`src/arxf_pkg.sv`:
```
// Shared types, constants and register codes for the ARX model filter.
// Used by the channel interfaces, the register block, controller and datapath.
package arxf_pkg;

   // tap counts are fixed by the register map
   localparam int A_TAPS        = 3;
   localparam int B_TAPS        = 3;
   localparam int MAX_DELAY_DEF = 4;
   localparam int NUM_TAPS      = A_TAPS + B_TAPS;

   localparam int FRAC_BITS  = 13;
   localparam int SAMPLE_W   = 16;
   localparam int COEF_W     = 16;
   localparam int DT_W       = 3;
   localparam int PROD_W     = SAMPLE_W + COEF_W;
   localparam int ACC_W      = PROD_W + 4;
   localparam int CSR_DATA_W = 32;
   localparam int CSR_ADDR_W = 5;
   localparam int REG_IDX_W  = CSR_ADDR_W - 2;

   localparam int TAP_W   = $clog2(NUM_TAPS);
   localparam int STEP_W  = $clog2(NUM_TAPS + 1);
   localparam int A_IDX_W = (A_TAPS > 1) ? $clog2(A_TAPS) : 1;
   localparam int B_IDX_W = (B_TAPS > 1) ? $clog2(B_TAPS) : 1;

   typedef logic signed [SAMPLE_W-1:0] sample_type;
   typedef logic signed [COEF_W-1:0]   coef_type;

   // register indexes (byte address / 4)
   typedef enum logic [REG_IDX_W-1:0] {
      REG_A_COEF_0  = 3'd0,
      REG_A_COEF_1  = 3'd1,
      REG_A_COEF_2  = 3'd2,
      REG_B_COEF_0  = 3'd3,
      REG_B_COEF_1  = 3'd4,
      REG_B_COEF_2  = 3'd5,
      REG_DEAD_TIME = 3'd6
   } reg_idx_type;

   typedef struct packed {
      coef_type [A_TAPS-1:0] a_coef;
      coef_type [B_TAPS-1:0] b_coef;
      logic [DT_W-1:0]       dead_time;
   } cfg_type;

   // controller to datapath commands
   typedef struct packed {
      logic             capture;
      logic             clear_acc;
      logic             mul_en;
      logic [TAP_W-1:0] tap;
      logic             acc_en;
      logic             round_en;
      logic             commit;
   } dp_cmd_type;

endpackage

```
`src/arxf_ctrl.sv`:
```
// Controller state machine: sequences capture, tap-by-tap multiply-accumulate,
// rounding and commit of one request. Depends on arxf_pkg.
module arxf_ctrl import arxf_pkg::*; (
   input  logic       clock,
   input  logic       reset,
   input  logic       req_valid,
   output logic       req_ready,
   input  logic       rsp_ready,
   output logic       rsp_valid,
   output dp_cmd_type cmd
);

   typedef enum logic [3:0] {
      ST_IDLE  = 4'b0001,
      ST_MAC   = 4'b0010,
      ST_ROUND = 4'b0100,
      ST_DONE  = 4'b1000
   } state_type;

   state_type         state_ff, state_in;
   logic [STEP_W-1:0] step_ff, step_in;
   logic              rsp_valid_ff, rsp_valid_in;

   assign req_ready = (state_ff == ST_IDLE);
   assign rsp_valid = rsp_valid_ff;

   // next state and commands
   always_comb begin
      state_in     = state_ff;
      step_in      = step_ff;
      rsp_valid_in = rsp_valid_ff && !rsp_ready;
      cmd          = '0;
      cmd.tap      = step_ff[TAP_W-1:0];
      unique case (state_ff)
         ST_IDLE: begin
            if (req_valid) begin
               cmd.capture   = 1'b1;
               cmd.clear_acc = 1'b1;
               step_in       = '0;
               state_in      = ST_MAC;
            end
         end
         ST_MAC: begin
            // multiply tap n while accumulating tap n-1
            cmd.mul_en = (step_ff < STEP_W'(NUM_TAPS));
            cmd.acc_en = (step_ff != '0);
            if (step_ff == STEP_W'(NUM_TAPS)) begin
               state_in = ST_ROUND;
            end else begin
               step_in = step_ff + STEP_W'(1);
            end
         end
         ST_ROUND: begin
            cmd.round_en = 1'b1;
            state_in     = ST_DONE;
         end
         ST_DONE: begin
            // hold until the output register is free
            if (!rsp_valid_ff || rsp_ready) begin
               cmd.commit   = 1'b1;
               rsp_valid_in = 1'b1;
               state_in     = ST_IDLE;
            end
         end
         default: begin
            state_in = ST_IDLE;
         end
      endcase
   end

   always_ff @(posedge clock) begin
      if (reset) begin
         state_ff     <= ST_IDLE;
         step_ff      <= '0;
         rsp_valid_ff <= 1'b0;
      end else begin
         state_ff     <= state_in;
         step_ff      <= step_in;
         rsp_valid_ff <= rsp_valid_in;
      end
   end

endmodule

```
`config.mk`:
```
export PLATFORM = sky130hd
export DESIGN_NAME = arxf_ctrl
export DESIGN_NICKNAME = d
export VERILOG_FILES = /design/src/arxf_pkg.sv /design/src/arxf_ctrl.sv
export SDC_FILE = /design/constraint.sdc
export NUM_CORES = 1
export LEC_CHECK = 0
export CORE_AREA = 8 8 45 47
export CTS_BUF_LIST = sky130_fd_sc_hd__clkbuf_4 sky130_fd_sc_hd__clkbuf_8
export CTS_CLUSTER_SIZE = 10
export DETAILED_ROUTE_END_ITERATION = 16
export DIE_AREA = 0 0 53 55
export DONT_BUFFER_PORTS = 1
export GPL_TIMING_DRIVEN = 0
export PLACE_DENSITY = 0.49
export SLEW_MARGIN = 20
export SYNTH_ARGS = -nofsm -noshare
export SYNTH_HDL_FRONTEND = slang
export SYNTH_SLANG_ARGS = --single-unit
```
`constraint.sdc`:
```
create_clock -name clock -period 2.22 [get_ports clock]
set_clock_uncertainty 0.1 [all_clocks]
set_input_delay 0.222 -clock clock [delete_from_list [all_inputs] [get_ports clock]]
set_output_delay 0.222 -clock clock [all_outputs]
set_load 0.03 [all_outputs]
```
Word level (Yosys, flattened, before mapping)
Index checks and enable logic that the tools add are counted.
{"block": "word_totals", "register_bits": 8, "inputBits": 4, "out_inout_bits": 11}
{"block": "classes", "n_addsub": 1, "order_cmp": 1, "n_eq_ne": 9, "muxes": 16, "reduce_logical": 8}
{"op": "case mux 4 bit (4 select lines)", "n": 1}
{"op": "2-to-1 mux 4 bit", "n": 3}
{"op": "!= test 2 bit, second input constant", "n": 4}
{"op": "2-to-1 mux 1 bit", "n": 7}
{"op": "2-to-1 mux 3 bit", "n": 2}
{"op": "case mux 3 bit (2 select lines)", "n": 1}
{"op": "AND reduction 3 bit", "n": 2}
{"op": "equality test 4 x 1 -> 1 bit, second input constant", "n": 1}
{"op": "equality test 4 x 2 -> 1 bit, second input constant", "n": 1}
{"op": "equality test 4 x 3 -> 1 bit, second input constant", "n": 1}
{"op": "equality test 4 bit, second input constant", "n": 1}
{"op": "2-to-1 mux 2 bit", "n": 2}
{"op": "adder 3 x 1 -> 3 bit, second input constant", "n": 1}
{"op": "equality test 3 bit, second input constant", "n": 1}
{"op": "< comparator 3 bit, second input constant", "n": 1}
{"op": "nonzero test 3 bit", "n": 1}
{"op": "logical NOT 1 bit", "n": 2}
{"op": "nonzero test 2 bit", "n": 1}
{"op": "logical AND 1 bit", "n": 1}
{"op": "logical OR 1 bit", "n": 1}

Depth between registers and ports, before layout
{"block": "depth", "word_depth": 4, "mapped_depth": 5}

Least setup slack after synthesis
Ideal clock, no wire load.
{"block": "synth_timing", "kind": "reg-to-output", "startpoint": "register state_ff[0]", "endpoint": "output port cmd[8] in the netlist's numbering", "arrival_time_ns": 2.490, "required_time_ns": 1.898, "path_slack_ns": -0.592, "path_stages_with_launch": 4, "path_buffers": 1, "cell_sequence": "dfxtp_1 > nor4b_1 > and2_1 > buf_4"}
{"element": "from (decl)", "line_no": "arxf_ctrl.sv:20", "rtl": "state_type state_ff, state_in;"}
{"element": "from (signal assigned)", "line_no": "arxf_ctrl.sv:77", "rtl": "state_ff <= state_in;"}
{"element": "to (decl)", "line_no": "arxf_ctrl.sv:10", "rtl": "output dp_cmd_type cmd"}

==> reports/results.tsv <==
metric	value	unit
Clk pin slew, worst setup/hold paths	0.06	ns
DRT iter0 DRCs	2	
layout cells sized above 1	0.300	
fin crit period	2.16	ns
WS Path Type	register to primary output	
synthesized area	480	um^2
worst reg-to-reg setup slack	0.32	ns
smallest setup slack after layout	0.0582	ns
Residual DRC	0	
CP endpoint kind	primary output	
Critical R2R Launch	state_ff[1]$_SDFFE_PP0P_	
Syn Nets	61	
die footprint	0.00292	mm^2
commonest cells after routing, fill and taps aside	dfxtp_1 (7), inv_1 (5)	
WHS	0.0665	ns
Hold Crit Start	rsp_ready	
CTS tree	yes	
Layout Nets	69	
Leak	0.000212	uW
Finished Cell Area	584	um^2
initial antenna violation count	0	
detailed-route wire length per cell	14.8	um
CORE AREA	0.00138	mm^2
Max Root-Sink Buffers	2	
RSZ-0062 raised after global routing	true	
maxcap violations	0	
sequential area share after synthesis	0.333	
Post-synth EDFFs	0	
Area Growth Syn to Fin	21.6	%
Detailed Routing Iterations Pass 1	3	
# IOs	15	
Post-synth top flop	dfxtp_1	
Slew @ Worst Pin	0.847	ns
CP startpoint kind	register	
synthesis warning total	0	
Mean Syn Cell Area	8.90	um^2
Peak VDD IR	0.305	mV
CTS buffer count	3	
Placement Cell Area	513	um^2
# rows	14	
Relative slew margins	0.428	
Peak Freq	463	MHz
pwr/cell area	570	mW/mm^2
Critical Path AT	1.84	ns
routed vias	417	
GR Util met3	0.0481	
first-pass GRT wire length	1800	um
dpl ws	-0.210	ns
GRT Max-Usage Layer	met2	
clock root cell	clkbuf_4	
Crit Path Max Fanout	8	
htree depth	1	
Final Power	333	uW
CP Launch Point	state_ff[3]$_SDFFE_PP0P_	
GPL Wtd Cong	0.701	
period utilization	0.974	
dpl cells	70	
M2 GR Usage	0.137	
synth unique cells	32	
Yosys reg bits	8	
most common cell after layout, fill and taps aside	dfxtp_1	
Hold Fails Final Rpt	0	
n_diodes	0	
final setup violation count	0	
M1 GR Usage	0.0902	
post-detail-place hpwl	797	um
largest net degree at the start of global routing	10	
WP data required	1.90	ns
Routed Antenna Nets	0	
Synth Instances	54	
Die Width	53	um
# port buffers	0	
status	finished, final reports clean	
Post-synth ARST share	0	
clk sink count	8	
Total GRT Usage	0.0838	
Layout Cells excl Fill	76	
post-DR vias/cell	5.49	
Initial Utilization	0.347	
min-delay worst type	input port to register	
final WL	1120	um
Worst-Skew Late Latency	0.25	ns
pins over their slew limit	0	
vias in the first global route	398	
Die Ht	55	um
grt ovf	0	
Yosys cell counts, drive strengths merged, types with 2 or more instances:
cell / number / area, um^2
nor2b: 2 / 12.5
dfxtp: 8 / 160
inv: 5 / 18.8
or4b: 2 / 20.0
nor2: 3 / 11.3
a21oi: 5 / 25.0
buf: 4 / 27.5
nor4b: 3 / 26.3
ha: 3 / 37.5
a21o: 2 / 16.3
kinds of logic (layout without fill, tap and decap cells):
group                    Yosys count  after routing  share of synthesized area
adder cells (fa/ha/maj)            3              3                     0.0781
AND/OR/NAND/NOR                   19             19                      0.263
multiplexers                       1              1                     0.0208
buffers and inverters              9             15                     0.0963
flip-flops                         8              8                      0.333
AO/OA/AOI/OAI                     14             14                      0.208
registers in the layout (all words and copies together) (netlist names):
register and count:
rsp_valid 1, state_ff 4, step_ff 3
power by group:
part	switching, uW	internal, uW
Clock	49.5	61.9
Sequential	11.1	149
Combinational	36.9	24.6
Total	97.5	235
worst max-delay path, stage by stage (launching register included):
cell     delay, ns
dfxtp_1       0.30
buf_6         0.13
nor4b_4       0.67
and2_4        0.33
buf_6         0.15
layout make-up:
class	instances	area, um^2
sequential	8	161
buffer	4	31.3
clock buffer	3	22.5
tap	16	20.0
multi-input combinational	37	308
fill	147	800
inverter	5	18.8
timing repair buffer	3	22.5
layer usage:
metal  up-vias  wire, um
li1        212         -
met1       199       489
met2         6       584
met3         0        50
met4         0         0
met5         -         0
through the flow:
stage	utilization	setup TNS, ns
global route	0.422	-0.0266
global placement	0.366	-0.197
floorplan	-	0
detailed placement	0.371	-0.210
finish	0.422	0
CTS	0.396	0
what timing repair did:
action                                 CTS  global route
hold buffers                             0             0
setup endpoints to repair                3             4
pin swaps                                1             2
gates resized for setup                  4             4
buffers inserted                         0             3
endpoints found under the hold margin    0             0
worst paths after layout:
path / endpoint / depth (start not counted)
worst min register to register: state_ff[3]$_SDFFE_PP0P_ / 1
worst max-delay path: cmd[8] / 4
worst max register to register: step_ff[0]$_SDFFE_PP0P_ / 3
worst min-delay path: rsp_valid$_SDFF_PP0_ / 2
Power figures use the tool's default switching activity.
