<file path="config.mk">
export PLATFORM = sky130hd
export DESIGN_NAME = arxf_csr
export DESIGN_NICKNAME = d
export VERILOG_FILES = /design/src/arxf_pkg.sv /design/src/arxf_csr.sv
export SDC_FILE = /design/constraint.sdc
export NUM_CORES = 1
export LEC_CHECK = 0
export ABC_AREA = 1
export BUFFER_PORTS_ARGS = -buffer_cell sky130_fd_sc_hd__buf_2
export CAP_MARGIN = 20
export CORE_MARGIN = 5
export CORE_UTILIZATION = 50
export DETAILED_ROUTE_END_ITERATION = 8
export PLACE_DENSITY = 0.8
export RECOVER_POWER = 50
export SLEW_MARGIN = 20
export SYNTH_ARGS = -nofsm -noshare
export SYNTH_HDL_FRONTEND = slang
export SYNTH_SLANG_ARGS = --single-unit
</file>
<file path="constraint.sdc">
create_clock -name clock -period 3.1 [get_ports clock]
set_input_delay 0.62 -clock clock [delete_from_list [all_inputs] [get_ports clock]]
set_output_delay 0.62 -clock clock [all_outputs]
set_load 0.1 [all_outputs]
</file>
<file path="src/arxf_pkg.sv">
// Shared types, constants and register codes for the ARX model filter.
// Used by the channel interfaces, the register block, controller and datapath.
package arxf_pkg;

   // tap counts are fixed by the register map
   localparam int A_TAPS        = 3;
   localparam int B_TAPS        = 3;
   localparam int MAX_DELAY_DEF = 4;
   localparam int NUM_TAPS      = A_TAPS + B_TAPS;

   localparam int FRAC_BITS  = 13;
   localparam int SAMPLE_W   = 16;
   localparam int COEF_W     = 16;
   localparam int DT_W       = 3;
   localparam int PROD_W     = SAMPLE_W + COEF_W;
   localparam int ACC_W      = PROD_W + 4;
   localparam int CSR_DATA_W = 32;
   localparam int CSR_ADDR_W = 5;
   localparam int REG_IDX_W  = CSR_ADDR_W - 2;

   localparam int TAP_W   = $clog2(NUM_TAPS);
   localparam int STEP_W  = $clog2(NUM_TAPS + 1);
   localparam int A_IDX_W = (A_TAPS > 1) ? $clog2(A_TAPS) : 1;
   localparam int B_IDX_W = (B_TAPS > 1) ? $clog2(B_TAPS) : 1;

   typedef logic signed [SAMPLE_W-1:0] sample_type;
   typedef logic signed [COEF_W-1:0]   coef_type;

   // register indexes (byte address / 4)
   typedef enum logic [REG_IDX_W-1:0] {
      REG_A_COEF_0  = 3'd0,
      REG_A_COEF_1  = 3'd1,
      REG_A_COEF_2  = 3'd2,
      REG_B_COEF_0  = 3'd3,
      REG_B_COEF_1  = 3'd4,
      REG_B_COEF_2  = 3'd5,
      REG_DEAD_TIME = 3'd6
   } reg_idx_type;

   typedef struct packed {
      coef_type [A_TAPS-1:0] a_coef;
      coef_type [B_TAPS-1:0] b_coef;
      logic [DT_W-1:0]       dead_time;
   } cfg_type;

   // controller to datapath commands
   typedef struct packed {
      logic             capture;
      logic             clear_acc;
      logic             mul_en;
      logic [TAP_W-1:0] tap;
      logic             acc_en;
      logic             round_en;
      logic             commit;
   } dp_cmd_type;

endpackage

</file>
<file path="src/arxf_csr.sv">
// Configuration registers behind an APB-style port: coefficients and dead time.
// Depends on arxf_pkg.
module arxf_csr import arxf_pkg::*; (
   input  logic                  clock,
   input  logic                  reset,
   input  logic                  psel,
   input  logic                  penable,
   input  logic                  pwrite,
   input  logic [CSR_ADDR_W-1:0] paddr,
   input  logic [CSR_DATA_W-1:0] pwdata,
   output logic [CSR_DATA_W-1:0] prdata,
   output logic                  pready,
   output cfg_type               cfg
);

   cfg_type     cfg_ff;
   cfg_type     cfg_in;
   reg_idx_type reg_idx;
   logic        wr_en;

   assign pready  = 1'b1;
   assign reg_idx = reg_idx_type'(paddr[CSR_ADDR_W-1:2]);
   assign wr_en   = psel && penable && pwrite && pready;
   assign cfg     = cfg_ff;

   // decode write
   always_comb begin
      cfg_in = cfg_ff;
      if (wr_en) begin
         unique case (reg_idx)
            REG_A_COEF_0:  cfg_in.a_coef[0]  = pwdata[COEF_W-1:0];
            REG_A_COEF_1:  cfg_in.a_coef[1]  = pwdata[COEF_W-1:0];
            REG_A_COEF_2:  cfg_in.a_coef[2]  = pwdata[COEF_W-1:0];
            REG_B_COEF_0:  cfg_in.b_coef[0]  = pwdata[COEF_W-1:0];
            REG_B_COEF_1:  cfg_in.b_coef[1]  = pwdata[COEF_W-1:0];
            REG_B_COEF_2:  cfg_in.b_coef[2]  = pwdata[COEF_W-1:0];
            REG_DEAD_TIME: cfg_in.dead_time  = pwdata[DT_W-1:0];
            default:       cfg_in            = cfg_ff;
         endcase
      end
   end

   always_ff @(posedge clock) begin
      if (reset) begin
         cfg_ff           <= '0;
         cfg_ff.dead_time <= DT_W'(1);
      end else begin
         cfg_ff <= cfg_in;
      end
   end

   // read back
   always_comb begin
      unique case (reg_idx)
         REG_A_COEF_0:  prdata = CSR_DATA_W'($unsigned(cfg_ff.a_coef[0]));
         REG_A_COEF_1:  prdata = CSR_DATA_W'($unsigned(cfg_ff.a_coef[1]));
         REG_A_COEF_2:  prdata = CSR_DATA_W'($unsigned(cfg_ff.a_coef[2]));
         REG_B_COEF_0:  prdata = CSR_DATA_W'($unsigned(cfg_ff.b_coef[0]));
         REG_B_COEF_1:  prdata = CSR_DATA_W'($unsigned(cfg_ff.b_coef[1]));
         REG_B_COEF_2:  prdata = CSR_DATA_W'($unsigned(cfg_ff.b_coef[2]));
         REG_DEAD_TIME: prdata = CSR_DATA_W'(cfg_ff.dead_time);
         default:       prdata = '0;
      endcase
   end

endmodule

</file>
; ---- After elaboration in Yosys (flattened, before gate mapping)
; Index checks and enable logic that the tools add are counted.
; W data, S select, Z words.
[totals]
register_bits = 99
latchBits = 0
mem_bits_rw = 0
rom_bits = 0
inputBits = 42
n_memories = 0
[classes]
n_addsub = 0
multipliers = 0
div = 0
order_cmp = 0
eq_ne = 6
n_shift = 0
mux = 1
n_bitwise = 0
reduce_logical = 10
[op_table]
columns = operator, n
row1 = $pmux W16 S7, 1
row2 = $reduce_and A2 Y1, 7
row3 = $eq A3 B3 Y1 const B, 3
row4 = $eq A3 B2 Y1 const B, 2
row5 = $eq A3 B1 Y1 const B, 1
row6 = $logic_not A3 Y1, 1
row7 = $logic_and A1 B1 Y1, 2

; ---- Logic depth before layout (Yosys ltp)
; Gate-level depths: netlist (run 1).
[logic_depth]
depth_word = 3
mapped_depth = 9

; ---- Least setup slack after synthesis (run 1)
; OpenSTA, ideal clock, no wires.
[synth_path]
kind = input port to output port
from = input port paddr[3]
to = output port prdata[6]
arrival_ns = 2.106
setup_slack_ns = 0.374
stages = 7
cell_sequence = buf_2 -> nand2_1 -> nor2_1 -> buf_2 -> buf_2 -> a21oi_1 -> nand2_1
[synth_between]
elab_chain_cells = 2
word_cells_on_any_way = 8
cone_classes = 6 x eq/ne / 1 x mux / 1 x reduce/logical
[synth_rtl]
columns = element, line_no
row1 = "start, declared", arxf_csr.sv:9  ; input logic [CSR_ADDR_W-1:0] paddr,
row2 = $eq A3 B3 Y1 (tied with other cells), arxf_csr.sv:54  ; unique case (reg_idx)
row3 = $pmux W16 S7 (*), arxf_csr.sv:54
row4 = "end, declared", arxf_csr.sv:11  ; output logic [CSR_DATA_W-1:0] prdata,
; Every way passes the cells marked *; elsewhere a longest branch is shown, timed or not.

; ---- Final worst setup path (run 1)
[layout_path]
from = input port paddr[3]
to = output port prdata[11]
; Same word-level chain as after synthesis.

==> impl_metrics.json, run 1 <==
{
  "synth_area_mm2": 0.00500,
  "seq_area_mm2": 0.00198,
  "final.fill_count": 1030,
  "antenna_found_initial": 0,
  "ys_warn_count": 0,
  "core_mm2": 0.00977,
  "fin_nets": 958,
  "row_count": 36,
  "io_buffer_count": 138,
  "die_area_mm2": 0.0121,
  "syn_avg_cell_area_um2": 6.20,
  "fmax_ghz": 0.344,
  "hold_viol": 0,
  "cp-start-kind": "input pin",
  "avgViaCountPerCell": 5.13,
  "first_iter_violations": 443,
  "final.min_clock_period_ns": 2.91,
  "path_class": "input pin to primary output",
  "clock_sinks": 99,
  "synth.ff_latch_count": 99,
  "numCtsBuffers": 9,
  "cts_tree": "built",
  "wire_per_inst_um": 14.4,
  "diodes": 0,
  "hp-class": "input pin to register",
  "seq_area_frac_synth_pct": 39.6,
  "detail_route.first_pass.iterations": 5,
  "drive_gt1_share_pct": 10.6,
  "grtUsageMet2_pct": 43.4,
  "hold_ws_ns": 0.497,
  "num_vias": 5410,
  "drc": 0,
  "clockBufferDepth": 2,
  "worst_ep_required_time_ns": 2.48,
  "end_kind": "primary output",
  "drt_wl_total_um": 15200,
  "cp.arrival_ns": 2.29,
  "cts-root-buf": "clkbuf_8",
  "timing.final.crit_share_pct": 93.7,
  "slew_headroom_pct": 11.7,
  "setup_viol": 0,
  "clock_latency_ns": 0.36,
  "ir_worst_vdd_uv": 238,
  "rsz0062_at_grt": "false",
  "die_h_um": 110,
  "gr-total-overflow": 0,
  "postCtsHoldBufs": 0,
  "post_cts_buffers": 0,
  "cp_max_fo": 17,
  "area_delta_synth_final_pct": 19.5,
  "setup_slack_ns": 0.195,
  "ant_nets": 0,
  "grt_use_total_pct": 25.2,
  "skew_ns": 0,
  "grt_busiest_layer": "met2",
  "grtUsageMet1_pct": 29.7,
  "yosysTopAreaCell": "dfxtp_1",
  "largest_reg_flops": 99,
  "synth_area_leaders": "dfxtp_1, nand2_1, nor2_1",
  "p_leak_nw": 2.74,
  "grt_start_max_net_pins": 66,
  "gp_congestion": 0.898,
  "status": "finished, final reports clean",
  "tightestPinTransition_ns": 1.32,
  "slew_viol_final": 0,
  "maxCapViolations": 0,
  "num_io_pins": 174,
  "tns_ns": 0,
  "clk_pin_slew_ns": 0.09,
  "dieWidth_um": 110,
  "multi_input_area_mm2": 0.00257,
  "netlist_instances": 806,
  "yosysTopAreaCellShare_pct": 39.6,
  "grt_pass1_wl_um": 23900,
  "power_density_mw_per_mm2": 428,
  "grt_pass1_vias": 4905,
  "grt_use_met3_pct": 6.64,
  "pre_cts_ws_ns": 0.224,
  "yosys.cell_types.count": 17,
  "cts_resized": 0,
  "h-tree-depth": 3,
  "hpwl_um": 10800,
  "initial_core_util_pct": 51.2
}
[final timing paths]
path	endpoint	slack (ns)	start	cells after the start
max	prdata[11]	0.19	paddr[3]	9
min	cfg[0]$_SDFFE_PP1P_	0.50	pwdata[0]	3
max reg2reg	cfg[85]$_SDFFE_PP0P_	2.43	cfg[85]$_SDFFE_PP0P_	2
min reg2reg	cfg[86]$_SDFFE_PP0P_	0.50	cfg[86]$_SDFFE_PP0P_	2
[power by group]
| part | internal [W] | switching [W] | total (W) | leakage, nW |
|---|---|---|---|---|
| registers | 0.00129 | 0.0000130 | 0.00130 | 0.799 |
| logic | 0.0000810 | 0.000400 | 0.000481 | 1.85 |
| clock network | 0.000301 | 0.000474 | 0.000776 | 0.0912 |
| total | 0.00167 | 0.000887 | 0.00256 | 2.74 |
[metrics by stage]
step | util, % | total power [W] | instances | cell area, µm²
3_5_place_dp | 60.7 | 0.00181 | 1038 | 5930
2_1_floorplan | - | 0.00173 | 821 | 5060
3_3_place_gp | 60.7 | 0.00181 | 1038 | 5930
6_report | 61.2 | 0.00256 | 1054 | 5980
5_1_grt | 61.2 | 0.00265 | 1054 | 5980
4_1_cts | 62.5 | 0.00257 | 1054 | 6110
[metal layers]
layer	part of all wire (%)	routed length (µm)
met1	38	5790
met2	49	7480
met3	8.7	1330
met4	4.0	604
met5	0	0
[synth_stat cells (all sizes together)]
library cell  count
nand4            29
dfxtp            99
inv              37
a21oi             1
clkbuf            7
nor2            232
o21ai             1
buf              60
conb              2
nand2           235
nand3           103
[cell usage in the layout, fill, tap and decap left out, drive strengths merged]
master	n
o21ai	1
clkinv	4
buf	70
clkbuf	91
nand3	103
inv	39
a21oi	1
nand4	29
nand2	235
dfxtp	99
conb	17
nor2	232
[area by class of cell]
cell class / count / area share, %
Timing Repair Buffer: 151 / 15.9
Sequential cell: 99 / 33.2
Tap cell: 133 / 2.78
Inverter: 37 / 2.32
Clock inverter: 6 / 0.816
Multi-Input combinational cell: 618 / 42.9
Clock buffer: 10 / 2.13
[critical path: stages]
cell     delay [ns]
buf_2          0.14
buf_4          0.25
nand2_1        0.08
nor2_1         0.60
nand2_1        0.12
nand2_1        0.11
nor2_1         0.07
nand2_1        0.11
buf_12         0.18
[cell families after synthesis]
kind of cell	synth area share (%)
flip-flops	39.6
buffers and inverters	9.93
AO/OA/AOI/OAI	0.200
AND/OR/NAND/NOR	50.1
other	0.150
Power figures use the tool's default switching activity.
==> run 2: changes to the inputs <==
- GPL_TIMING_DRIVEN: unset -> 0
==> impl_metrics.json, run 2 (synthesis results as in run 1) <==
{
  "initial_core_util_pct": 51.2,
  "ant_nets": 0,
  "wire_per_inst_um": 15.3,
  "reg2reg_depth": 2,
  "timing.final.crit_share_pct": 96.4,
  "final.min_clock_period_ns": 2.99,
  "p_leak_nw": 3.06,
  "crit_chain": "clkbuf_1 > buf_2 > buf_2 > nand4_1 > nand2_1 > nor2_1 > nand2_1 > buf_2",
  "layout_common_cells": "nand2_1, nor2_1, buf_2, nand3_1, dfxtp_1",
  "rsz0062_at_grt": "false",
  "drive_gt1_share_pct": 17.6,
  "tns_ns": 0,
  "num_vias": 5746,
  "r2r_slack_ns": 2.42,
  "cp_num_buf_inv": 4,
  "die_area_mm2": 0.0121,
  "skew_ns": 0,
  "h-tree-depth": 3,
  "worst_ep_required_time_ns": 2.48,
  "worst_r2r_endpoint": "cfg[73]$_SDFFE_PP0P_",
  "maxCapViolations": 0,
  "cp_slowest_cell": "buf_2",
  "drt_wl_total_um": 17000,
  "post_cts_buffers": 0,
  "detail_route.first_pass.iterations": 5,
  "grt_use_total_pct": 27.8,
  "power_density_mw_per_mm2": 431,
  "holdPathStages": 3,
  "numCtsBuffers": 9,
  "reg2reg_from": "cfg[73]$_SDFFE_PP0P_",
  "setup_viol": 0,
  "clockBufferDepth": 2,
  "ir_worst_vdd_uv": 280,
  "grt_pass1_vias": 5001,
  "status": "finished, final reports clean",
  "largest_reg_flops": 99,
  "cts_tree": "built",
  "end_kind": "primary output",
  "fmax_ghz": 0.335,
  "dieWidth_um": 110,
  "first_iter_violations": 608,
  "postPlaceCellArea_mm2": 0.00591,
  "cp-start-kind": "input pin",
  "die_h_um": 110,
  "cp.arrival_ns": 2.37,
  "cp_max_fo": 10,
  "clock_sinks": 99,
  "fin_nets": 1012,
  "clk_pin_slew_ns": 0.09,
  "path_class": "input pin to primary output",
  "final_area_mm2": 0.00605,
  "hpwl_um": 12800,
  "min_to": "cfg[0]$_SDFFE_PP1P_",
  "area_delta_synth_final_pct": 21.0,
  "cts-root-buf": "clkbuf_8",
  "hp-class": "input pin to register",
  "critPathMaxStageDelay_ns": 0.42,
  "antenna_found_initial": 0,
  "drc": 0,
  "grt_pass1_wl_um": 25800,
  "gr-total-overflow": 0,
  "diodes": 0,
  "grt_start_max_net_pins": 16,
  "num_io_pins": 174,
  "core_mm2": 0.00977,
  "avgViaCountPerCell": 5.19,
  "cp_common_cell": "buf_2",
  "gp_congestion": 0.974,
  "hold_start": "pwdata[0]",
  "row_count": 36,
  "io_buffer_count": 138,
  "final_common_cell": "nand2_1",
  "slew_viol_final": 0,
  "path_delay_family": "buffers and inverters",
  "slew_headroom_pct": 20.6,
  "tightestPinTransition_ns": 1.20,
  "hold_viol": 0,
  "clock_latency_ns": 0.36
}
==> run 2: changes by cell type in the layout (fill, tap and decap cells not counted), moves of 3 or more <==
cell	delta
buf_1	+11
clkinvlp_4	+3
buf_12	-18
buf_4	+11
clkinv_4	-3
clkbuf_1	-31
buf_2	+77
clkbuf_4	+4
==> run 2: power by group <==
part           internal, W  switching [W]
Sequential         0.00129      0.0000142
Clock             0.000337       0.000459
Combinational    0.0000881       0.000418
==> run 2: routing by layer <==
metal | wire length, µm | global-route usage, % | part of all wire, %
met2 | 7560 | 42.8 | 45
met4 | 554 | 11.7 | 3.3
met1 | 6990 | 38.7 | 41
met5 | 0 | 0 | 0
met3 | 1860 | 4.31 | 11
==> run 2: worst register-to-register path, stage by stage, from the launching register on <==
cell	delay (ns)
dfxtp_1	0.44
nor2_1	0.08
nor2_1	0.10
==> run 2: how the worst max path moves through the flow <==
stage | start | end | cells past startpoint
6_report | paddr[4] | prdata[12] | 8
4_1_cts | paddr[3] | prdata[6] | 9
3_5_place_dp | paddr[3] | prdata[6] | 9
3_3_place_gp | paddr[3] | prdata[6] | 9
2_1_floorplan | paddr[3] | prdata[6] | 7
5_1_grt | paddr[4] | prdata[4] | 8
==> run 2: area by class of cell <==
cell class	instances	area [µm²]
Buffer	67	353
Sequential cell	99	1980
Fill cell	997	3720
Clock inverter	3	22.5
Inverter	37	139
Tap cell	133	166
Timing Repair Buffer	138	659
Clock buffer	13	159
Multi-Input combinational cell	618	2570
==> run 2: repair_timing <==
action | in CTS | in global routing
endpoints found under the hold margin | 0 | 0
resized for setup | 0 | 9
setup endpoints to repair | 0 | 10
hold buffers | 0 | 0
==> run 2: through the flow <==
step / setup slack, ns / hold WS, ns / utilization (%) / power (W) / instances
finish: 0.112 / 0.499 / 61.9 / 0.00260 / 1108
global route: 0.0214 / 0.505 / 61.9 / 0.00268 / 1108
CTS: 0.0992 / 0.495 / 62.4 / 0.00260 / 1108
detailed placement: 0.109 / 0.487 / 60.5 / 0.00183 / 1092
global placement: 0.106 / 0.489 / 60.5 / 0.00183 / 1092
floorplan: 0.374 / 0.746 / - / 0.00173 / 821
