## src/arxf_pkg.sv

```systemverilog
// Shared types, constants and register codes for the ARX model filter.
// Used by the channel interfaces, the register block, controller and datapath.
package arxf_pkg;

   // tap counts are fixed by the register map
   localparam int A_TAPS        = 3;
   localparam int B_TAPS        = 3;
   localparam int MAX_DELAY_DEF = 4;
   localparam int NUM_TAPS      = A_TAPS + B_TAPS;

   localparam int FRAC_BITS  = 13;
   localparam int SAMPLE_W   = 16;
   localparam int COEF_W     = 16;
   localparam int DT_W       = 3;
   localparam int PROD_W     = SAMPLE_W + COEF_W;
   localparam int ACC_W      = PROD_W + 4;
   localparam int CSR_DATA_W = 32;
   localparam int CSR_ADDR_W = 5;
   localparam int REG_IDX_W  = CSR_ADDR_W - 2;

   localparam int TAP_W   = $clog2(NUM_TAPS);
   localparam int STEP_W  = $clog2(NUM_TAPS + 1);
   localparam int A_IDX_W = (A_TAPS > 1) ? $clog2(A_TAPS) : 1;
   localparam int B_IDX_W = (B_TAPS > 1) ? $clog2(B_TAPS) : 1;

   typedef logic signed [SAMPLE_W-1:0] sample_type;
   typedef logic signed [COEF_W-1:0]   coef_type;

   // register indexes (byte address / 4)
   typedef enum logic [REG_IDX_W-1:0] {
      REG_A_COEF_0  = 3'd0,
      REG_A_COEF_1  = 3'd1,
      REG_A_COEF_2  = 3'd2,
      REG_B_COEF_0  = 3'd3,
      REG_B_COEF_1  = 3'd4,
      REG_B_COEF_2  = 3'd5,
      REG_DEAD_TIME = 3'd6
   } reg_idx_type;

   typedef struct packed {
      coef_type [A_TAPS-1:0] a_coef;
      coef_type [B_TAPS-1:0] b_coef;
      logic [DT_W-1:0]       dead_time;
   } cfg_type;

   // controller to datapath commands
   typedef struct packed {
      logic             capture;
      logic             clear_acc;
      logic             mul_en;
      logic [TAP_W-1:0] tap;
      logic             acc_en;
      logic             round_en;
      logic             commit;
   } dp_cmd_type;

endpackage

```

## src/arxf_dp.sv

```systemverilog
// Datapath: sample histories, one shared multiplier, accumulator, rounding,
// saturation and output register. Depends on arxf_pkg.
module arxf_dp import arxf_pkg::*; #(
   parameter int MAX_DELAY = MAX_DELAY_DEF
) (
   input  logic       clock,
   input  logic       reset,
   input  cfg_type    cfg,
   input  dp_cmd_type cmd,
   input  sample_type sample_in,
   output sample_type sample_out,
   output logic       saturated
);

   localparam int HIST_U = MAX_DELAY + B_TAPS - 1;
   localparam int HIDX_W = (HIST_U > 1) ? $clog2(HIST_U) : 1;
   localparam int SEL_W  = $clog2(MAX_DELAY + NUM_TAPS + 1) + 1;
   localparam int Q_W    = ACC_W - FRAC_BITS;
   localparam logic signed [Q_W-1:0] Q_MAX = Q_W'(2 ** (SAMPLE_W - 1) - 1);
   localparam logic signed [Q_W-1:0] Q_MIN = Q_W'(-(2 ** (SAMPLE_W - 1)));
   localparam logic signed [ACC_W-1:0] HALF = ACC_W'(2 ** (FRAC_BITS - 1));

   sample_type               cur_sample_ff;
   sample_type               in_hist_ff  [HIST_U];
   sample_type               out_hist_ff [A_TAPS];
   logic [SEL_W-1:0]         dt_ext;
   logic [SEL_W-1:0]         delay_m1;
   logic [SEL_W-1:0]         hist_sel;
   logic [HIDX_W-1:0]        hist_idx;
   logic [TAP_W-1:0]         a_sel;
   coef_type                 mul_coef;
   sample_type               mul_data;
   logic                     mul_neg;
   logic signed [PROD_W-1:0] prod_ff;
   logic                     neg_ff;
   logic signed [ACC_W-1:0]  prod_ext;
   logic signed [ACC_W-1:0]  acc_ff;
   logic signed [ACC_W-1:0]  rnd_sum;
   logic signed [Q_W-1:0]    rnd_q;
   sample_type               y_ff;
   logic                     ysat_ff;
   sample_type               sample_out_ff;
   logic                     saturated_ff;

   // clamp dead time to 1..MAX_DELAY and point at the first input tap
   always_comb begin
      dt_ext = SEL_W'(cfg.dead_time);
      if (dt_ext == '0) begin
         delay_m1 = '0;
      end else if (dt_ext > SEL_W'(MAX_DELAY)) begin
         delay_m1 = SEL_W'(MAX_DELAY - 1);
      end else begin
         delay_m1 = dt_ext - SEL_W'(1);
      end
      hist_sel = delay_m1 + SEL_W'(cmd.tap);
      hist_idx = hist_sel[HIDX_W-1:0];
      a_sel    = cmd.tap - TAP_W'(B_TAPS);
   end

   // operand select: input taps first, then output taps (subtracted)
   always_comb begin
      if (cmd.tap < TAP_W'(B_TAPS)) begin
         mul_coef = cfg.b_coef[B_IDX_W'(cmd.tap)];
         mul_data = in_hist_ff[hist_idx];
         mul_neg  = 1'b0;
      end else begin
         mul_coef = cfg.a_coef[a_sel[A_IDX_W-1:0]];
         mul_data = out_hist_ff[a_sel[A_IDX_W-1:0]];
         mul_neg  = 1'b1;
      end
   end

   assign prod_ext = ACC_W'(prod_ff);

   // round half up, then clip to the sample range
   assign rnd_sum = acc_ff + HALF;
   assign rnd_q   = rnd_sum[ACC_W-1:FRAC_BITS];

   // multiply, accumulate, round, output register
   always_ff @(posedge clock) begin
      if (cmd.capture) begin
         cur_sample_ff <= sample_in;
      end
      if (cmd.mul_en) begin
         prod_ff <= PROD_W'(mul_coef) * PROD_W'(mul_data);
         neg_ff  <= mul_neg;
      end
      if (cmd.clear_acc) begin
         acc_ff <= '0;
      end else if (cmd.acc_en) begin
         acc_ff <= neg_ff ? (acc_ff - prod_ext) : (acc_ff + prod_ext);
      end
      if (cmd.round_en) begin
         if (rnd_q > Q_MAX) begin
            y_ff    <= Q_MAX[SAMPLE_W-1:0];
            ysat_ff <= 1'b1;
         end else if (rnd_q < Q_MIN) begin
            y_ff    <= Q_MIN[SAMPLE_W-1:0];
            ysat_ff <= 1'b1;
         end else begin
            y_ff    <= rnd_q[SAMPLE_W-1:0];
            ysat_ff <= 1'b0;
         end
      end
      if (cmd.commit) begin
         sample_out_ff <= y_ff;
         saturated_ff  <= ysat_ff;
      end
   end

   // advance both histories on commit
   always_ff @(posedge clock) begin
      if (reset) begin
         for (int i = 0; i < HIST_U; i++) begin
            in_hist_ff[i] <= '0;
         end
         for (int j = 0; j < A_TAPS; j++) begin
            out_hist_ff[j] <= '0;
         end
      end else if (cmd.commit) begin
         for (int i = HIST_U - 1; i > 0; i--) begin
            in_hist_ff[i] <= in_hist_ff[i-1];
         end
         in_hist_ff[0] <= cur_sample_ff;
         for (int j = A_TAPS - 1; j > 0; j--) begin
            out_hist_ff[j] <= out_hist_ff[j-1];
         end
         out_hist_ff[0] <= y_ff;
      end
   end

   assign sample_out = sample_out_ff;
   assign saturated  = saturated_ff;

endmodule

```

## config.mk

```make
export PLATFORM = sky130hd
export DESIGN_NAME = arxf_dp
export DESIGN_NICKNAME = d
export VERILOG_FILES = /design/src/arxf_pkg.sv /design/src/arxf_dp.sv
export SDC_FILE = /design/constraint.sdc
export NUM_CORES = 1
export LEC_CHECK = 0
export BUFFER_PORTS_ARGS = -buffer_cell sky130_fd_sc_hd__buf_4
export CAP_MARGIN = 0
export CORE_AREA = 2 2 223 225
export CTS_CLUSTER_DIAMETER = 30
export CTS_CLUSTER_SIZE = 40
export DETAILED_ROUTE_END_ITERATION = 8
export DIE_AREA = 0 0 225 227
export PLACE_DENSITY = 0.67
export SYNTH_ARGS = -nofsm -noshare
export SYNTH_HDL_FRONTEND = slang
export SYNTH_SLANG_ARGS = --single-unit
```

## constraint.sdc

```tcl
create_clock -name clock -period 29.8 [get_ports clock]
set_input_delay 2.98 -clock clock [delete_from_list [all_inputs] [get_ports clock]]
set_output_delay 2.98 -clock clock [all_outputs]
set_load 0.02 [all_outputs]
```

-- Word-level counts from Yosys, hierarchy flattened
Memories as Yosys holds them, arrays and structs flattened.
Index checks and enable logic that the tools add are counted.
- output and inout port bits: 17
- input port bits: 126
- flip-flop bits (word level): 119
- memories kept: 2
- RAM bits: 144
- memory list (name ; words ; bits a word ; read ports ; clocked after Yosys merged registers in ; wr ports ; RTL line ; source):
    in_hist_ff ; 6 ; 16 ; 6 ; 0 ; 6 ; arxf_dp.sv:24 ; sample_type in_hist_ff [HIST_U];
    out_hist_ff ; 3 ; 16 ; 3 ; 0 ; 3 ; arxf_dp.sv:25 ; sample_type out_hist_ff [A_TAPS];
- $add $sub $neg: 6
- bitwise gates (word level): 9
- multipliers: 1
- magnitude comparators: 6
- reductions and logical operators: 1
- multiplexer cells: 26
- operators with widths (operator ; count):
    two-way mux 16 bit ; 14
    binary-select mux 16 bit (select 2 bit) ; 2
    adder 36 x 14 -> 36 bit (second input constant) ; 1
    adder 36 x 32 -> 36 bit ; 1
    two-way mux 36 bit ; 1
    subtractor 36 x 32 -> 36 bit ; 1
    multiplier 16 x 16 -> 32 bit ; 1
    greater-than comparator 23 x 16 -> 1 bit (second input constant) ; 1
    less-than comparator 23 x 16 -> 1 bit (second input constant) ; 1
    bitwise OR 1 bit ; 9
    two-way mux 1 bit ; 7
    less-than comparator 2 x 3 -> 1 bit (second input constant) ; 2
    two-way mux 3 bit ; 2
    adder 3 bit ; 1
    greater-than comparator 3 bit (second input constant) ; 1
    zero test 3 bit ; 1
    less-than comparator 3 x 2 -> 1 bit (second input constant) ; 1
    subtractor 3 x 1 -> 3 bit (second input constant) ; 1
    subtractor 2 bit (second input constant) ; 1

-- Longest topological paths before layout
Gate-level depths: netlist (run 1).
An unclocked memory read counts as a cell.
- depth after elaboration: 7
- gate-level depth with buffers: 38
- mapped depth without buffers: 36

-- Worst setup path after synthesis (run 1)
Ideal clock, no wire load.
- path kind: input to register
- start point: in cfg[0] in the netlist's numbering
- end point: reg prod_ff[30] (data pin)
- data required time: 29542 ps
- path slack: 18269 ps
- stages on the path: 32
- arrival: 11274 ps
- cell sequence: inv_1 > ha_1 > maj3_1 > fa_1 > buf_2 > buf_1 > mux4_2 > nor2_1 > a211oi_1 > a21oi_1 > clkbuf_1 > nor2_1 > fa_1 > inv_1 > fa_1 > fa_1 > inv_1 > fa_1 > fa_1 > inv_1 > fa_1 > inv_1 > ha_1 > a21oi_1 > o21ai_1 > a21o_1 > a41o_1 > a21o_1 > a221o_1 > a21o_1 > a21oi_1 > xnor2_1
- cells in the longest elaborated chain, start to end: 7
- elaborated cells between the ends (all ways): 9
- RTL lines (item ; RTL line ; source):
    start, declared ; arxf_dp.sv:8 ; input cfg_type cfg,
    subtractor 3 x 1 -> 3 bit / greater-than comparator 3 bit (equally long branches) ; arxf_dp.sv:53, arxf_dp.sv:50 ;
    two-way mux 3 bit ; arxf_dp.sv:50 ; end else if (dt_ext > SEL_W'(MAX_DELAY)) begin
    two-way mux 3 bit (*) ; arxf_dp.sv:48 ; if (dt_ext == '0) begin
    adder 3 bit (*) ; arxf_dp.sv:55 ; hist_sel = delay_m1 + SEL_W'(cmd.tap);
    memory read (6 x 16 bit) (*) ; - ;
    two-way mux 16 bit (*) ; arxf_dp.sv:62 ; if (cmd.tap < TAP_W'(B_TAPS)) begin
    multiplier 16 x 16 -> 32 bit (*) ; arxf_dp.sv:85 ; prod_ff <= PROD_W'(mul_coef) * PROD_W'(mul_data);
    end signal, assigned ; arxf_dp.sv:85 ;
    end, declared ; arxf_dp.sv:34 ; logic signed [PROD_W-1:0] prod_ff;
Every way passes the cells marked *; elsewhere a longest branch is shown, timed or not.
A chain may end at the register's enable or synchronous reset.

-- Final worst setup path (run 1)
- start point: in cmd[4] in the netlist's numbering
- end point: reg prod_ff[30] (data pin)
- cells in the longest elaborated chain, start to end: 5
- elaborated cells between the ends (all ways): 12
- RTL lines (item ; RTL line ; source):
    start, declared ; arxf_dp.sv:9 ; input dp_cmd_type cmd,
    parallel branches: the longest is 4 deep, another holds memory read (6 x 16 bit) ; - ;
    multiplier 16 x 16 -> 32 bit (*) ; arxf_dp.sv:85 ;
Every way passes the cells marked *. The select of a mux whose other input is x is not followed.

==> results.md, run 1 <==
- The run finished with clean final reports.
- On the critical path, the stage with the largest delay is an instance of sky130_fd_sc_hd__a21oi_1.
- The area of the die is just over 50000 um^2.
- For this run, the detailed router's first-pass iteration total came to 6.
- The share of flip-flops with an asynchronous set or reset is 0%.
- By area the synthesized netlist is led by sky130_fd_sc_hd__edfxtp_1, sky130_fd_sc_hd__fa_1, sky130_fd_sc_hd__ha_1.
- The number of nets in the layout is 3066.
- For this run, the slowest stage of the critical path takes just over 1 ns.
- Once layout is complete, the utilization of the core stands at between 50% and 60%.
- Clock skew on the completed layout was measured at around 0.039 ns.
- The total count of hold-check failures in the final report is 0.
- The number of max-slew violations in the final report is 0.
- The layout overhead on the synthesized area is 15.90%.
- The clock edge transition at the registers on the reported setup and hold paths is 0.05 ns.
- The portion of synthesized cell area occupied by the leading cell type is approximately 28%.
- The post-synthesis sequential area ratio is 31.30%.
- The Yosys warning count is 0.
- In this run the count of I/O pins placed on the die edge is 143.
- Routability-driven placement finished with a final weighted congestion of 0.9167.
- The sum of net half-perimeters after detailed placement is around 45000 um.
- The initial antenna violation count was 0.
- Measured along the x axis, the die boundary spans about 230 um.
- Once the clock tree was built, the resizer swapped 0 gates to a different size.
- The flop and latch count out of synthesis is 263.
- Wires add up to approximately 60000 um.
- By startpoint and endpoint, the worst setup path is classified as in -> reg.
- The worst setup path is captured at a flop.
- The TritonCTS clock tree is done.
- The insertion delay of the later-clocked pin in the worst-skew pair is a little over 0.6 ns.
- At the worst endpoint, the required time is 30.15 ns.
- The root buffer cell chosen for the clock tree is sky130_fd_sc_hd__clkbuf_16.
- The area of the placeable core is between 40000 and 50000 um^2.
- Adding up every negative setup slack in the final design gives 0 ns.
- The filler cell count in the final layout is 4105.
- The cell count after synthesis is about 2400.
- By instance count, the cell type seen most on the critical path is sky130_fd_sc_hd__fa_1.
- Of all nets on the critical path, the largest fanout is 42.
- The slew of the pin with the lowest slew margin is 1.335 ns.
- The number of global-route vias before repair is 18010.
- The element type at the critical path start is an input port.
- The number of max-capacitance violations reported is 0.
- After the flow finishes, the layout carries non-filler instances totaling between 3000 and 4000.
- Counting every net in the synthesized netlist gives approximately 3000.
- The per-cell routed wire length is 18.67 um.
- The global-route wire length before repair is around 97000 um.
- Counting I/O delays and the setup requirement, the final critical path takes between 10 and 15 ns.
- Summing all flip-flop and latch instances after layout gives roughly 7500 um^2.
- The area of the mapped netlist is approximately 24000 um^2.
- The achievable frequency is about 85 MHz.
- Entering global routing, the biggest net connects between 100 and 150 pins.
- The total global-route track usage is 24.26%.
- The fraction of layout instances using a drive strength above 1 is between 10% and 20%.
- In this run, the number of DRC markers left after iteration 0 of detailed routing was roughly 1300.
- The count of nets left with antenna violations once routing finished came out at 0.
- The worst hold path begins at ysat_ff$_SDFFCE_PN1P_.
- The instance count after placement with tap cells included is between 3000 and 4000.
- The final number of setup-violating endpoints is 0.
- The number of enable-type register cells in the synthesized netlist is roughly 230.
- The first element of the critical path is cmd[4].
- The number of buffers on the longest clock path is 3.
- The cell type contributing the most total cell area after synthesis is sky130_fd_sc_hd__edfxtp_1.
- The number of clock buffers added by TritonCTS is 57.
- In the synthesized netlist the dominant register cell turns out to be sky130_fd_sc_hd__edfxtp_1.
- The relative max-transition margin is 10.98%.
- In the finished design, the share of the clock period the worst path needs comes to around two fifths.
- The count of port buffers added during placement is approximately 140.
- The initial core utilization is ~50%.
- From bottom edge to top edge, the die measures around 230 um.
- The reg-to-reg critical path startpoint is in_hist_ff[0][6]$_SDFFCE_PN0P_.
- In the routed layout, each cell is associated on average with a via count of 5.542.
- The maximum level of the CTS H-tree is 2.
- The data arrival time of the worst path is between 10 and 15 ns.
- Setup repair after global routing left no endpoint under its margin.
- The site row count is 81.
- The via count is 17870.
- The aggregate global routing overflow is 0.
- In this run, post-CTS hold repair placed 0 buffers.
- In this run the worst hold path is classified as reg -> reg.
- The count of buffers added by post-CTS timing repair for setup is 0.
- In this run, distinct cell masters in the synthesized netlist total 74.
- The number of inserted diodes is 0.
- Each instance of the synthesized netlist takes up on average 9.962 um^2.
- In the final layout, the multi-input gates occupy ~15000 um^2.
- The detailed-route DRC error count is 0.
- The count of clock tree sinks is approximately 260.
per-layer routing:
layer  share of wire [%]  track usage, %
met1                  43           33.20
met3                 7.4           4.879
met2                  46           39.22
met5                   0               0
met4                 2.8           7.413
cells by family (layout without fill, tap and decap cells):
| group | Yosys count | after routing | synth area share (%) |
|---|---|---|---|
| buffers and inverters | 451 | 637 | 7.098 |
| xor gates and xnor gates | 110 | 110 | 4.001 |
| DFF | 263 | 263 | 31.30 |
| and+or+nand+nor | 755 | 755 | 15.36 |
| AOI/OAI and AO/OA | 367 | 367 | 9.535 |
| adders and majority gates | 388 | 388 | 28.37 |
| muxes | 83 | 83 | 4.334 |
flip-flops by register name, summed over array words and instances (netlist names):
signal	cells
cur_sample_ff	16
in_hist_ff	96
acc_ff	36
ysat_ff	1
prod_ff	32
neg_ff	1
y_ff	16
saturated	1
sample_out	16
out_hist_ff	48
metrics by stage:
step	setup WS [ns]	area, um^2	hold WS [ns]
6_report	17.99	27910	0.4172
5_1_grt	17.39	27910	0.4279
4_1_cts	18.01	27910	0.4199
3_5_place_dp	17.47	25830	0.4071
3_3_place_gp	17.64	25830	0.4073
2_1_floorplan	18.27	24080	0.4003
cells in the mapped netlist, types with 10 or more instances:
master                     count
sky130_fd_sc_hd__edfxtp_1    227
sky130_fd_sc_hd__a211o_1      13
sky130_fd_sc_hd__inv_1       345
sky130_fd_sc_hd__nor3_1       23
sky130_fd_sc_hd__mux4_2       16
sky130_fd_sc_hd__or2_1        14
sky130_fd_sc_hd__and3_1       16
sky130_fd_sc_hd__o21ai_0      38
sky130_fd_sc_hd__nand4_1      13
sky130_fd_sc_hd__nor2b_1      24
sky130_fd_sc_hd__buf_2        13
sky130_fd_sc_hd__xor2_1       30
sky130_fd_sc_hd__nor2_1      231
sky130_fd_sc_hd__nand2_1     186
sky130_fd_sc_hd__a211oi_1     40
sky130_fd_sc_hd__a21o_1       30
sky130_fd_sc_hd__mux2i_1      57
sky130_fd_sc_hd__dfxtp_1      36
sky130_fd_sc_hd__o21ai_1      57
sky130_fd_sc_hd__o21a_1       10
sky130_fd_sc_hd__and2_1      164
sky130_fd_sc_hd__a21oi_1     115
sky130_fd_sc_hd__clkbuf_1     72
sky130_fd_sc_hd__a31oi_1      10
sky130_fd_sc_hd__fa_1        264
sky130_fd_sc_hd__buf_1        13
sky130_fd_sc_hd__xnor2_1      80
sky130_fd_sc_hd__ha_1        122
sky130_fd_sc_hd__nand3_1      23
sky130_fd_sc_hd__nand2b_1     27
layout make-up:
type	instances	area share [%]
tap	622	2.789
sequential	263	27.01
timing repair buffer	176	4.735
clock buffer	58	5.125
inverter	353	4.748
multi-input combinational	1703	53.27
clock inverter	50	2.322
path summary, 6_finish.rpt:
check | end | depth (start not counted) | slack (ns)
setup / recovery | prod_ff[30]$_DFFE_PP_ | 29 | 17.99
hold / removal | saturated$_DFFE_PP_ | 0 | 0.42
setup reg to reg | prod_ff[30]$_DFFE_PP_ | 25 | 21.71
hold reg to reg | saturated$_DFFE_PP_ | 0 | 0.42
cells in the final DEF (no fill, tap or decap), types with 6 or more instances in the layout:
master,netlist,final
sky130_fd_sc_hd__fa_1,264,264
sky130_fd_sc_hd__nor3_1,23,23
sky130_fd_sc_hd__nand4_1,13,13
sky130_fd_sc_hd__o21ai_0,38,38
sky130_fd_sc_hd__and2_1,164,164
sky130_fd_sc_hd__bufinv_16,0,9
sky130_fd_sc_hd__or2_1,14,14
sky130_fd_sc_hd__a211o_1,13,13
sky130_fd_sc_hd__o21a_1,10,10
sky130_fd_sc_hd__mux4_2,16,16
sky130_fd_sc_hd__and3_1,16,16
sky130_fd_sc_hd__nand2b_1,27,27
sky130_fd_sc_hd__a21oi_1,115,115
sky130_fd_sc_hd__dfxtp_1,36,36
sky130_fd_sc_hd__buf_4,0,176
sky130_fd_sc_hd__clkinv_4,0,8
sky130_fd_sc_hd__nand3_1,23,23
sky130_fd_sc_hd__inv_6,0,6
sky130_fd_sc_hd__clkinvlp_4,0,8
sky130_fd_sc_hd__nand2_1,186,186
sky130_fd_sc_hd__nor2_1,231,231
sky130_fd_sc_hd__inv_2,7,7
sky130_fd_sc_hd__o211ai_1,8,8
sky130_fd_sc_hd__inv_8,0,6
sky130_fd_sc_hd__mux2i_1,57,57
sky130_fd_sc_hd__ha_1,122,121
sky130_fd_sc_hd__clkinv_2,0,8
sky130_fd_sc_hd__a31oi_1,10,10
sky130_fd_sc_hd__o21ai_1,57,56
sky130_fd_sc_hd__inv_1,345,345
sky130_fd_sc_hd__clkbuf_16,0,57
sky130_fd_sc_hd__xor2_1,30,30
sky130_fd_sc_hd__a211oi_1,40,38
sky130_fd_sc_hd__nor2b_1,24,23
sky130_fd_sc_hd__nor4_1,8,8
sky130_fd_sc_hd__xnor2_1,80,79
sky130_fd_sc_hd__a21o_1,30,30
sky130_fd_sc_hd__mux2_2,7,7
sky130_fd_sc_hd__edfxtp_1,227,227
worst max-delay path: cells and delay by family:
family,cells,cell delay [ns]
simple gates,2,0.27
compound gates,10,2.77
xor+xnor,1,0.09
mux,1,0.54
buf+inv,7,1.30
fa+ha+maj,8,4.21
Power of run 1 is not shown: default switching activity piles up to over one toggle a cycle in this logic, so the estimate is an artifact.
==> run 2, diff against run 1 <==
--- a/config.mk
+++ b/config.mk
@@ -12,7 +12,7 @@
 export CTS_CLUSTER_SIZE = 40
 export DETAILED_ROUTE_END_ITERATION = 8
 export DIE_AREA = 0 0 225 227
-export PLACE_DENSITY = 0.67
+export PLACE_DENSITY = 0.7
 export SYNTH_ARGS = -nofsm -noshare
 export SYNTH_HDL_FRONTEND = slang
 export SYNTH_SLANG_ARGS = --single-unit
==> constraint.sdc (replaced) <==
create_clock -name clock -period 10.2 [get_ports clock]
set_input_delay 1.02 -clock clock [delete_from_list [all_inputs] [get_ports clock]]
set_output_delay 1.02 -clock clock [all_outputs]
set_load 0.02 [all_outputs]
==> run 2 against run 1 <==
Compared with the run above:
- global-route usage increased by 0.25 points
- sequential share of layout area about the same
- cell count increased by 0.34%
- final area decreased by 0.13%
- non-clock buffer count increased by 15
- utilization decreased by 0.077 points
- die area unchanged
- critical path depth increased by 2
- worst hold slack improved by 0.0051 ns
- first-iteration DRC count increased by 6.8%
- critical path type unchanged
- critical endpoint is now prod_ff[31]$_DFFE_PP_
==> results.md, run 2 (synthesis gave the netlist of run 1 again) <==
- The worst hold path terminates at saturated$_DFFE_PP_.
- The number of flip-flops under the largest register name is 96 (unchanged).
- The most common library cell in the layout ignoring fill and taps is sky130_fd_sc_hd__inv_1.
- The per-cell routed wire length is 18.66 um (about the same).
- The site row count is 81 (unchanged).
- Setup repair after global routing left no endpoint under its margin.
- The largest registers in the layout are in_hist_ff x96, out_hist_ff x48, acc_ff x36.
- The final number of setup-violating endpoints came to 0 (unchanged).
- The number of global-route vias before repair was 18510 (+2.8%).
- The library cells used most frequently in the layout, excluding fill and tap cells, are sky130_fd_sc_hd__inv_1, sky130_fd_sc_hd__fa_1, sky130_fd_sc_hd__nor2_1.
- The number of gates resized after CTS was 0 (unchanged).
- The count of port buffers added during placement was 142 (unchanged).
- The flow ran to the end, and the final reports show no timing, DRC or antenna violations.
- The sequential cell area in the final layout is 7537 um^2 (unchanged).
- The number of buffers on the longest clock path is 3 (unchanged).
- The tree is rooted in a sky130_fd_sc_hd__clkbuf_16.
- The required time of the critical path is 10.51 ns (-19.64 ns).
- The number of iterations in the first detailed-routing pass was 7 (+1).
- The pin count of the biggest net entering global routing is 145 (unchanged).
- The worst setup path is launched from an input port.
- The number of antenna-violating nets in the routed design is 0 (unchanged).
- The highest cell delay on the worst timing path is 1.02 ns (about the same).
- The insertion delay of the later-clocked pin in the worst-skew pair was 0.58 ns (-0.03 ns).
- The slack of the worst reg-to-reg path is 2.84 ns (-18.87 ns).
- TritonCTS built the clock tree.
- The worst-path maximum fanout is 11 (-74%).
- The worst hold path begins at ysat_ff$_SDFFCE_PN1P_.
- The y dimension of the die is 227 um (unchanged).
- The worst path in the final design needs a cycle of roughly 9.3 ns, including I/O delays and setup.
- More flip-flops sit in one register than any other, and that register is in_hist_ff.
- The count of buffers added by post-CTS timing repair for setup is 0 (unchanged).
- The sum of net half-perimeters after detailed placement is 46130 um (+1.5%).
- The global-route wire length before repair is 98510 um (+1.4%).
- The filler cell count in the final layout was 4060 (-1.1%).
- The clock edge transition at the registers on the reported setup and hold paths is 0.05 ns (about the same).
- The relative max-transition margin is 26.96% (+16 points).
- The area of the die is 51080 um^2 (unchanged).
- Of the available clock period, the critical path in the final layout requires 91.62%.
- The fraction of layout instances using a drive strength above 1 is 12.55% (-0.015 points).
- The data arrival time of the worst path is 9.65 ns (-2.51 ns).
- The routability congestion estimate is 0.9151 (-0.17%).
- The number of inserted diodes is 0 (unchanged).
- The count of clock tree sinks was 263 (unchanged).
- The area of the placeable core is 48550 um^2 (unchanged).
- The number of max-slew violations in the final report was 0 (unchanged).
- The number of placed I/O pins is 143 (unchanged).
- The layout overhead on the synthesized area is 15.74%.
- The total count of hold-check failures in the final report is 0 (unchanged).
- The cell at the slowest stage of the critical path is sky130_fd_sc_hd__fa_1.
- The worst setup path is captured at a flop.
- The width of the chip came to 225 um (unchanged).
- The post-cts hold buffer count is 0 (unchanged).
- The final routed wirelength across all metal layers was 60380 um (+0.29%).
- The worst-case clock skew is 0.01312 ns (-0.02628 ns).
- The worst hold slack across all endpoints is 0.4223 ns (+0.005104 ns).
- The worst-case reg-to-reg path depth is 24 (-4.0%).
- The setup path with the least slack is of type in -> reg.
- The number of max-capacitance violations reported was 0 (unchanged).
- The initial core utilization was 49.60% (unchanged).
- The detailed-route DRC error count is 0 (unchanged).
- The number of nets in the layout is 3079 (+0.42%).
- The achievable frequency is ~110 MHz.
- The area of the multi-input gates came to 14860 um^2 (about the same).
- The slew of the pin with the lowest slew margin is 1.096 ns (-0.2398 ns).
- The reg-to-reg critical path startpoint is in_hist_ff[0][14]$_SDFFCE_PN0P_.
- The violation count after the first detailed-routing iteration is 1395 (+6.8%).
- The number of CTS-inserted buffers came to 55 (-3.5%).
- The type of the worst min-delay path is reg -> reg.
- The per-cell via count in the routed design is 5.504 (-0.68%).
- The aggregate global routing overflow is 0 (unchanged).
- The worst setup slack before clock tree synthesis is 0.2749 ns (-17.19 ns).
- In this run the critical register-to-register path is captured at prod_ff[31]$_DFFE_PP_.
- The final sum of negative setup slack was 0 ns (unchanged).
- The final worst setup slack is 0.8551 ns (-17.13 ns).
- The total global-route track usage is 24.51% (+0.25 points).
- The cell repeated most along the worst path is sky130_fd_sc_hd__fa_1.
- The initial antenna violation count came to 0 (unchanged).
- The core utilization of the finished layout is 57.41% (-0.077 points).
- The maximum level of the CTS H-tree is 2 (unchanged).
- The worst hold path stage count is 0 (unchanged).
- The via count is 17810 (-0.34%).
## run 2: changes by cell type in the layout (fill, tap and decap cells not counted), moves of 2 or more
cell	delta
sky130_fd_sc_hd__inv_6	+6
sky130_fd_sc_hd__inv_8	-5
sky130_fd_sc_hd__clkinv_1	+5
sky130_fd_sc_hd__clkinv_16	-2
sky130_fd_sc_hd__clkinv_2	-3
sky130_fd_sc_hd__clkbuf_1	+2
sky130_fd_sc_hd__clkbuf_16	-2
sky130_fd_sc_hd__buf_4	+14
sky130_fd_sc_hd__clkinvlp_4	-5
## run 2: metrics by stage
step,area [um^2],instances
finish,27870,3236
global route,27870,3236
CTS,27870,3236
detailed placement,25940,3132
global placement,25940,3132
floorplan,24080,2417
## run 2: worst max path at each step
stage,end,startpoint,cells past startpoint
6_report,prod_ff[31]$_DFFE_PP_,cfg[0],31
3_5_place_dp,prod_ff[31]$_DFFE_PP_,cfg[0],31
4_1_cts,prod_ff[31]$_DFFE_PP_,cfg[0],31
5_1_grt,prod_ff[31]$_DFFE_PP_,cfg[0],34
3_3_place_gp,prod_ff[30]$_DFFE_PP_,cfg[0],31
2_1_floorplan,prod_ff[30]$_DFFE_PP_,cfg[0],32
## run 2: per-layer routing
layer / GRT usage [%] / routed length [um]
met5: 0 / 0
met4: 8.737 / 1960
met3: 4.414 / 4170
met2: 39.65 / 28260
met1: 33.38 / 25990
## run 2: cell type report
type	instances	area share [%]
clock buffers	58	4.979
clock inverters	46	1.935
inverters	353	4.754
multi-input cells	1703	53.30
flip-flops and latches	263	27.05
well taps	622	2.792
repair buffers	191	5.190
## run 2: critical path, delay by kind of cell
family | cells | cell delay, ns
buffers and inverters | 7 | 0.61
AOI/OAI and AO/OA | 8 | 1.64
adders and majority gates | 10 | 5.21
xor gates and xnor gates | 1 | 0.09
and+or+nand+nor | 4 | 0.48
muxes | 1 | 0.60
Power of run 2 is left out for the same reason.
